[src/design/lvavg_pkg.sv]
// ----------------------------------------------------------------------------
// lvavg_pkg: shared types and constants of the landing velocity average unit
// Widths, transfer structs, sequencer states, register indexes and divider
// handshake structs.
// ----------------------------------------------------------------------------
package lvavg_pkg;

    // Averaging ring
    localparam int AVG_DEPTH = 10;
    localparam int POS_W     = $clog2(AVG_DEPTH);

    // Field widths
    localparam int ALT_W   = 24;
    localparam int SPD_W   = 24;
    localparam int TIME_W  = 32;
    localparam int DT_W    = 16;
    localparam int CMD_W   = 8;
    localparam int CFG_W   = 16;
    localparam int CFG_IDX_W = 3;
    localparam int CNT_W   = 8;

    // Speed arithmetic
    localparam int DIFF_W  = ALT_W + 1;
    localparam int MAG_W   = ALT_W;
    localparam int SCALE   = 1000;
    localparam int SCALE_W = 10;
    localparam int DVD_W   = MAG_W + SCALE_W;
    localparam int DVS_W   = DT_W;
    localparam int DCNT_W  = $clog2(DVD_W);
    localparam int SUM_W   = SPD_W + $clog2(AVG_DEPTH);

    // Average by reciprocal multiplication: floor(x * AVG_RECIP >> AVG_SHIFT)
    // equals floor(x / AVG_DEPTH) for every sum magnitude the ring can reach
    localparam int AVG_SHIFT = SUM_W - 1 + POS_W;
    localparam int RCP_W     = SUM_W;
    localparam int PROD_W    = SUM_W + RCP_W;
    localparam logic [RCP_W-1:0] AVG_RECIP =
        RCP_W'(((longint'(1) << AVG_SHIFT) + AVG_DEPTH - 1) / AVG_DEPTH);

    localparam logic [SPD_W-1:0] SPD_MAX = {1'b0, {(SPD_W-1){1'b1}}};
    localparam logic [SPD_W-1:0] SPD_MIN = {1'b1, {(SPD_W-1){1'b0}}};
    localparam logic [CNT_W-1:0] CNT_TOP = {CNT_W{1'b1}};

    // Register reset values
    localparam logic [CFG_W-1:0] WIND_TIME_RST   = 16'd3000;
    localparam logic [CFG_W-1:0] SPEED_LIMIT_RST = 16'd100;
    localparam logic [CMD_W-1:0] SERVO_A_RST     = 8'd0;
    localparam logic [CMD_W-1:0] SERVO_B_RST     = 8'd180;
    localparam logic [CMD_W-1:0] SERVO_C_RST     = 8'd90;
    localparam logic [CMD_W-1:0] CAMERA_RST      = 8'd0;
    localparam logic [CMD_W-1:0] DEBOUNCE_RST    = 8'd30;

    typedef enum logic [CFG_IDX_W-1:0] {
        CFG_WIND_TIME   = 3'd0,
        CFG_SPEED_LIMIT = 3'd1,
        CFG_SERVO_A     = 3'd2,
        CFG_SERVO_B     = 3'd3,
        CFG_SERVO_C     = 3'd4,
        CFG_CAMERA      = 3'd5,
        CFG_DEBOUNCE    = 3'd6
    } t_cfg_idx;

    typedef enum logic [3:0] {
        S_IDLE,
        S_ABS,
        S_MUL,
        S_DIV1,
        S_SAT,
        S_SUM,
        S_ABS2,
        S_RECIP,
        S_CMP,
        S_OUT
    } t_state;

    typedef struct packed {
        logic                    enter_state;
        logic [TIME_W-1:0]       now_ms;
        logic signed [ALT_W-1:0] altitude_cm;
        logic [DT_W-1:0]         delta_ms;
    } t_in;

    typedef struct packed {
        logic [CMD_W-1:0]        para_servo_a_cmd;
        logic [CMD_W-1:0]        para_servo_b_cmd;
        logic [CMD_W-1:0]        camera_servo_cmd;
        logic signed [SPD_W-1:0] average_speed;
        logic                    landed_flag;
    } t_out;

    typedef struct packed {
        logic             start;
        logic [DVD_W-1:0] dividend;
        logic [DVS_W-1:0] divisor;
    } t_div_req;

    typedef struct packed {
        logic             busy;
        logic             done;
        logic [DVD_W-1:0] quotient;
    } t_div_rsp;

endpackage

[src/design/lvavg_div.sv]
// ----------------------------------------------------------------------------
// lvavg_div: restoring divider
// Unsigned, one quotient bit per cycle; done pulses once the quotient is final.
// ----------------------------------------------------------------------------
module lvavg_div
    import lvavg_pkg::*;
(
    input  logic     i_clk,
    input  logic     i_rst_n,
    input  t_div_req i_req,
    output t_div_rsp o_rsp
);

    logic              r_busy;
    logic              r_done;
    logic [DCNT_W-1:0] r_cnt;
    logic [DVS_W-1:0]  r_rem;
    logic [DVS_W-1:0]  r_dvs;
    logic [DVD_W-1:0]  r_quo;

    logic [DVS_W:0]    w_trial;
    logic [DVS_W:0]    w_sub;
    logic              w_ge;

    // Shift in the next dividend bit and try the subtraction
    assign w_trial = {r_rem, r_quo[DVD_W-1]};
    assign w_sub   = w_trial - {1'b0, r_dvs};
    assign w_ge    = (w_trial >= {1'b0, r_dvs});

    always_ff @(posedge i_clk) begin
        if (!i_rst_n) begin
            r_busy <= 1'b0;
            r_done <= 1'b0;
            r_cnt  <= '0;
        end else begin
            r_done <= 1'b0;
            if (i_req.start) begin
                r_busy <= 1'b1;
                r_cnt  <= DCNT_W'(DVD_W - 1);
            end else if (r_busy) begin
                r_cnt <= r_cnt - 1'b1;
                if (r_cnt == '0) begin
                    r_busy <= 1'b0;
                    r_done <= 1'b1;
                end
            end
        end
    end

    always_ff @(posedge i_clk) begin
        if (i_req.start) begin
            r_rem <= '0;
            r_dvs <= i_req.divisor;
            r_quo <= i_req.dividend;
        end else if (r_busy) begin
            r_rem <= w_ge ? w_sub[DVS_W-1:0] : w_trial[DVS_W-1:0];
            r_quo <= {r_quo[DVD_W-2:0], w_ge};
        end
    end

    assign o_rsp.busy     = r_busy;
    assign o_rsp.done     = r_done;
    assign o_rsp.quotient = r_quo;

    a_done_after_busy: assert property (@(posedge i_clk) disable iff (!i_rst_n)
        r_done |-> ($past(r_busy) && !r_busy))
        else $error("divider done without a preceding busy pass");

endmodule

[config.mk]
export PLATFORM = sky130hd
export DESIGN_NAME = lvavg_div
export DESIGN_NICKNAME = d
export VERILOG_FILES = /design/src/design/lvavg_pkg.sv /design/src/design/lvavg_div.sv
export SDC_FILE = /design/constraint.sdc
export NUM_CORES = 1
export LEC_CHECK = 0
export BUFFER_PORTS_ARGS = -buffer_cell sky130_fd_sc_hd__buf_2
export CAP_MARGIN = 40
export CORE_ASPECT_RATIO = 0.9
export CORE_MARGIN = 5
export CORE_UTILIZATION = 54
export CTS_BUF_LIST = sky130_fd_sc_hd__clkbuf_8 sky130_fd_sc_hd__clkbuf_16
export DETAILED_ROUTE_END_ITERATION = 10
export GPL_TIMING_DRIVEN = 0
export PLACE_DENSITY_LB_ADDON = 0.05
export SYNTH_ARGS = -nofsm -noshare
export SYNTH_HDL_FRONTEND = slang
export SYNTH_SLANG_ARGS = --single-unit
[constraint.sdc]
create_clock -name i_clk -period 3.1 [get_ports i_clk]
set_clock_uncertainty 0.05 [all_clocks]
set_input_delay 0.62 -clock i_clk [delete_from_list [all_inputs] [get_ports i_clk]]
set_output_delay 0.62 -clock i_clk [all_outputs]
set_load 0.01 [all_outputs]
==> results.sh <==
export IMPL_diodes=0
export IMPL_vdd_drop_max_mv=0.4082
export IMPL_p_leak_uw=0.002005
export IMPL_status="finished, final reports clean"
export IMPL_synth_area_um2=3827
export IMPL_die_area_um2=8874
export IMPL_numPortBuffers=88
export IMPL_rsz0062_at_grt="no"
export IMPL_core_um2=6967
export IMPL_hold_class="input pin to register"
export IMPL_cts_sinks=74
export IMPL_period_share_pct=86.37
export IMPL_ys_seq_area_share_pct=51.78
export IMPL_relSlewSlack_pct=48.75
export IMPL_gr_usage_met3_pct=5.341
export IMPL_grt_pass1_vias=2790
export IMPL_dp_cells=513
export IMPL_ios=89
export IMPL_first_pass_iters=4
export IMPL_synth_commonest_cells="edfxtp_1, mux2_2, nor2_1"
export IMPL_cts_tree="built"
export IMPL_drt_initial_drc_count=106
export IMPL_drive_gt1_share_pct=34.63
export IMPL_rr_endpoint="r_rem[14]"
export IMPL_h_tree_depth=3
export IMPL_clkTransAtPathRegs_ns=0.08
export IMPL_grt_usage_pct=19.16
export IMPL_synthFlopType="edfxtp_1"
export IMPL_root_buffer="clkbuf_8"
export IMPL_finalWeightedCongestion=0.8490
export IMPL_cap_violations=0
export IMPL_crit_arrival_ns=2.87
export IMPL_use_met1_pct=26.25
export IMPL_worst_pin_slew_ns=0.7679
export IMPL_fmax_ghz=0.3735
export IMPL_finish_instance_area_um2=4583
export IMPL_syn_avg_cell_area_um2=11.56
export IMPL_met2_usage_pct=29.47
export IMPL_rows=29
export IMPL_finalHoldViolations=0
export IMPL_grt_busiest_layer="met2"
export IMPL_wirelength_mm=8.214
export IMPL_via_per_inst=5.355
export IMPL_rrSetupSlack_ns=0.42
export IMPL_drc=0
export IMPL_cts_buffers_inserted=9
export IMPL_path_max_fanout=3
export IMPL_finalPower_uw=2360
export IMPL_synth_cell_types=49
export IMPL_critPathKind="register to register"
export IMPL_cp_end_kind="register"
export IMPL_r2r_cells=10
export IMPL_dpl_cell_area_um2=4412
export IMPL_postCtsSetupBuffers=0
export IMPL_die_w_um=98.75
export IMPL_grt_pass1_wl_mm=13.61
export IMPL_grt_max_degree=19
export IMPL_ys_ff_latch=74
export IMPL_initial_core_util_pct=54.94
export IMPL_min_from="i_req[4]"
export IMPL_min_path_cells=1
export IMPL_setup_violations_final=0
export IMPL_period_minus_slack_ns=2.677
export IMPL_die_y_um=89.87
export IMPL_cts_hold_buffers=0
export IMPL_synthCells=331
export IMPL_yosysWarnings=0
export IMPL_syn_num_nets=403
export IMPL_antenna_found_initial=0
export IMPL_min_to="r_dvs[4]"
export IMPL_clkLatencyLatePin_ns=0.35
export IMPL_vias=2833
export IMPL_synth_top_area_share_pct=39.23
export IMPL_cts_max_path_buffers=2
export IMPL_final_nets=503
export IMPL_p_per_area_nw_per_um2=515.0
export IMPL_syn2layout_area_growth_pct=19.75
export IMPL_fin_setup_tns_ns=0
export IMPL_dpl_hpwl_mm=6.080
export IMPL_grt_overflow=0
export IMPL_post_cts_resized=0
export IMPL_synth_enable_flop_cells=50
export IMPL_r2r_start="r_quo[33]"
export IMPL_async_flop_share_pct=0
export IMPL_synthTopCellsByArea="edfxtp_1, dfxtp_1, mux2_2"
export IMPL_slew_violations=0
export IMPL_synth_most_common_cell="edfxtp_1"
export IMPL_cp_data_required_time_ns=3.30
export IMPL_route_detailed_wl_per_inst_um=15.53
export IMPL_synth_top_area_cell="edfxtp_1"
export IMPL_critPathLaunchType="register"
export IMPL_ant_nets=0
export IMPL_finalNonFillerCells=529
## critical path, stage by stage (launching register included)
cell and delay [ns]:
edfxtp_1 0.41, inv_1 0.06, ha_1 0.23, fa_1 0.42, nor2b_1 0.19, o2111ai_1 0.17, nand4_1 0.18, nand3_1 0.14
nand4_1 0.12, or3b_2 0.45, a21o_1 0.16
## cells by family after synthesis
logic type,Yosys count,synth area share (%)
and+or+nand+nor,85,10.56
DFF,74,51.78
AOI/OAI and AO/OA,59,11.21
muxes,43,12.36
buffers and inverters,36,4.250
adders and majority gates,19,6.407
xor gates and xnor gates,15,3.432
## layer usage
layer	share of wire, %	vias to the layer above
li1	-	1405
met1	44	1327
met2	47	86
met3	6.6	15
met4	1.9	0
met5	0	-
## per-stage QoR
stage                     setup WS, ns  utilization [%]  hold slack [ns]
after floorplan                 0.7115                -           0.4030
after detailed placement        0.2834            63.33           0.4404
final                           0.4226            65.79           0.3907
after CTS                       0.4295            65.79           0.3765
after global routing            0.2151            65.79           0.3742
after global placement          0.1094            62.93           0.4304
## sequential cells by signal, summed over array words and instances (netlist names)
register / flops
r_quo: 34
r_dvs: 16
r_rem: 16
r_cnt: 6
r_busy: 1
r_done: 1
## worst max path at each step
stage | start | to | cells after the start
after floorplan | r_quo[33] | r_rem[14] | 10
after global placement | i_req[50] | r_quo[24] | 4
after detailed placement | i_req[50] | r_quo[23] | 5
after CTS | r_quo[33] | r_rem[14] | 10
after global routing | r_quo[33] | r_rem[14] | 10
final | r_quo[33] | r_rem[14] | 10
## placed cells by master (no fill, tap or decap), types with 10 or more instances in the layout
cell	Yosys	final
xnor2_1	10	10
edfxtp_1	50	50
mux2_2	34	34
o21ai_0	11	11
ha_1	18	18
nor2_1	34	34
clkbuf_8	0	10
dfxtp_1	24	24
buf_2	0	88
inv_1	23	24
a211oi_1	10	10
nand2_1	19	19
## where the power goes
group	total (uW)	internal (uW)	switching [uW]
clock network	659	305	353
registers	1200	1150	46.2
logic	501	235	266
total	2360	1690	666
## final cells by class
cell class                 count  area, um^2
fill                         602        2384
sequential                    74        1982
multi-input combinational    221        1683
timing repair buffer          89       467.9
clock buffer                  10       137.6
tap                           93       116.4
inverter                      23       86.33
buffer                        13       76.32
clock inverter                 6       33.78
Note: power is estimated with default switching activity, not from simulation.
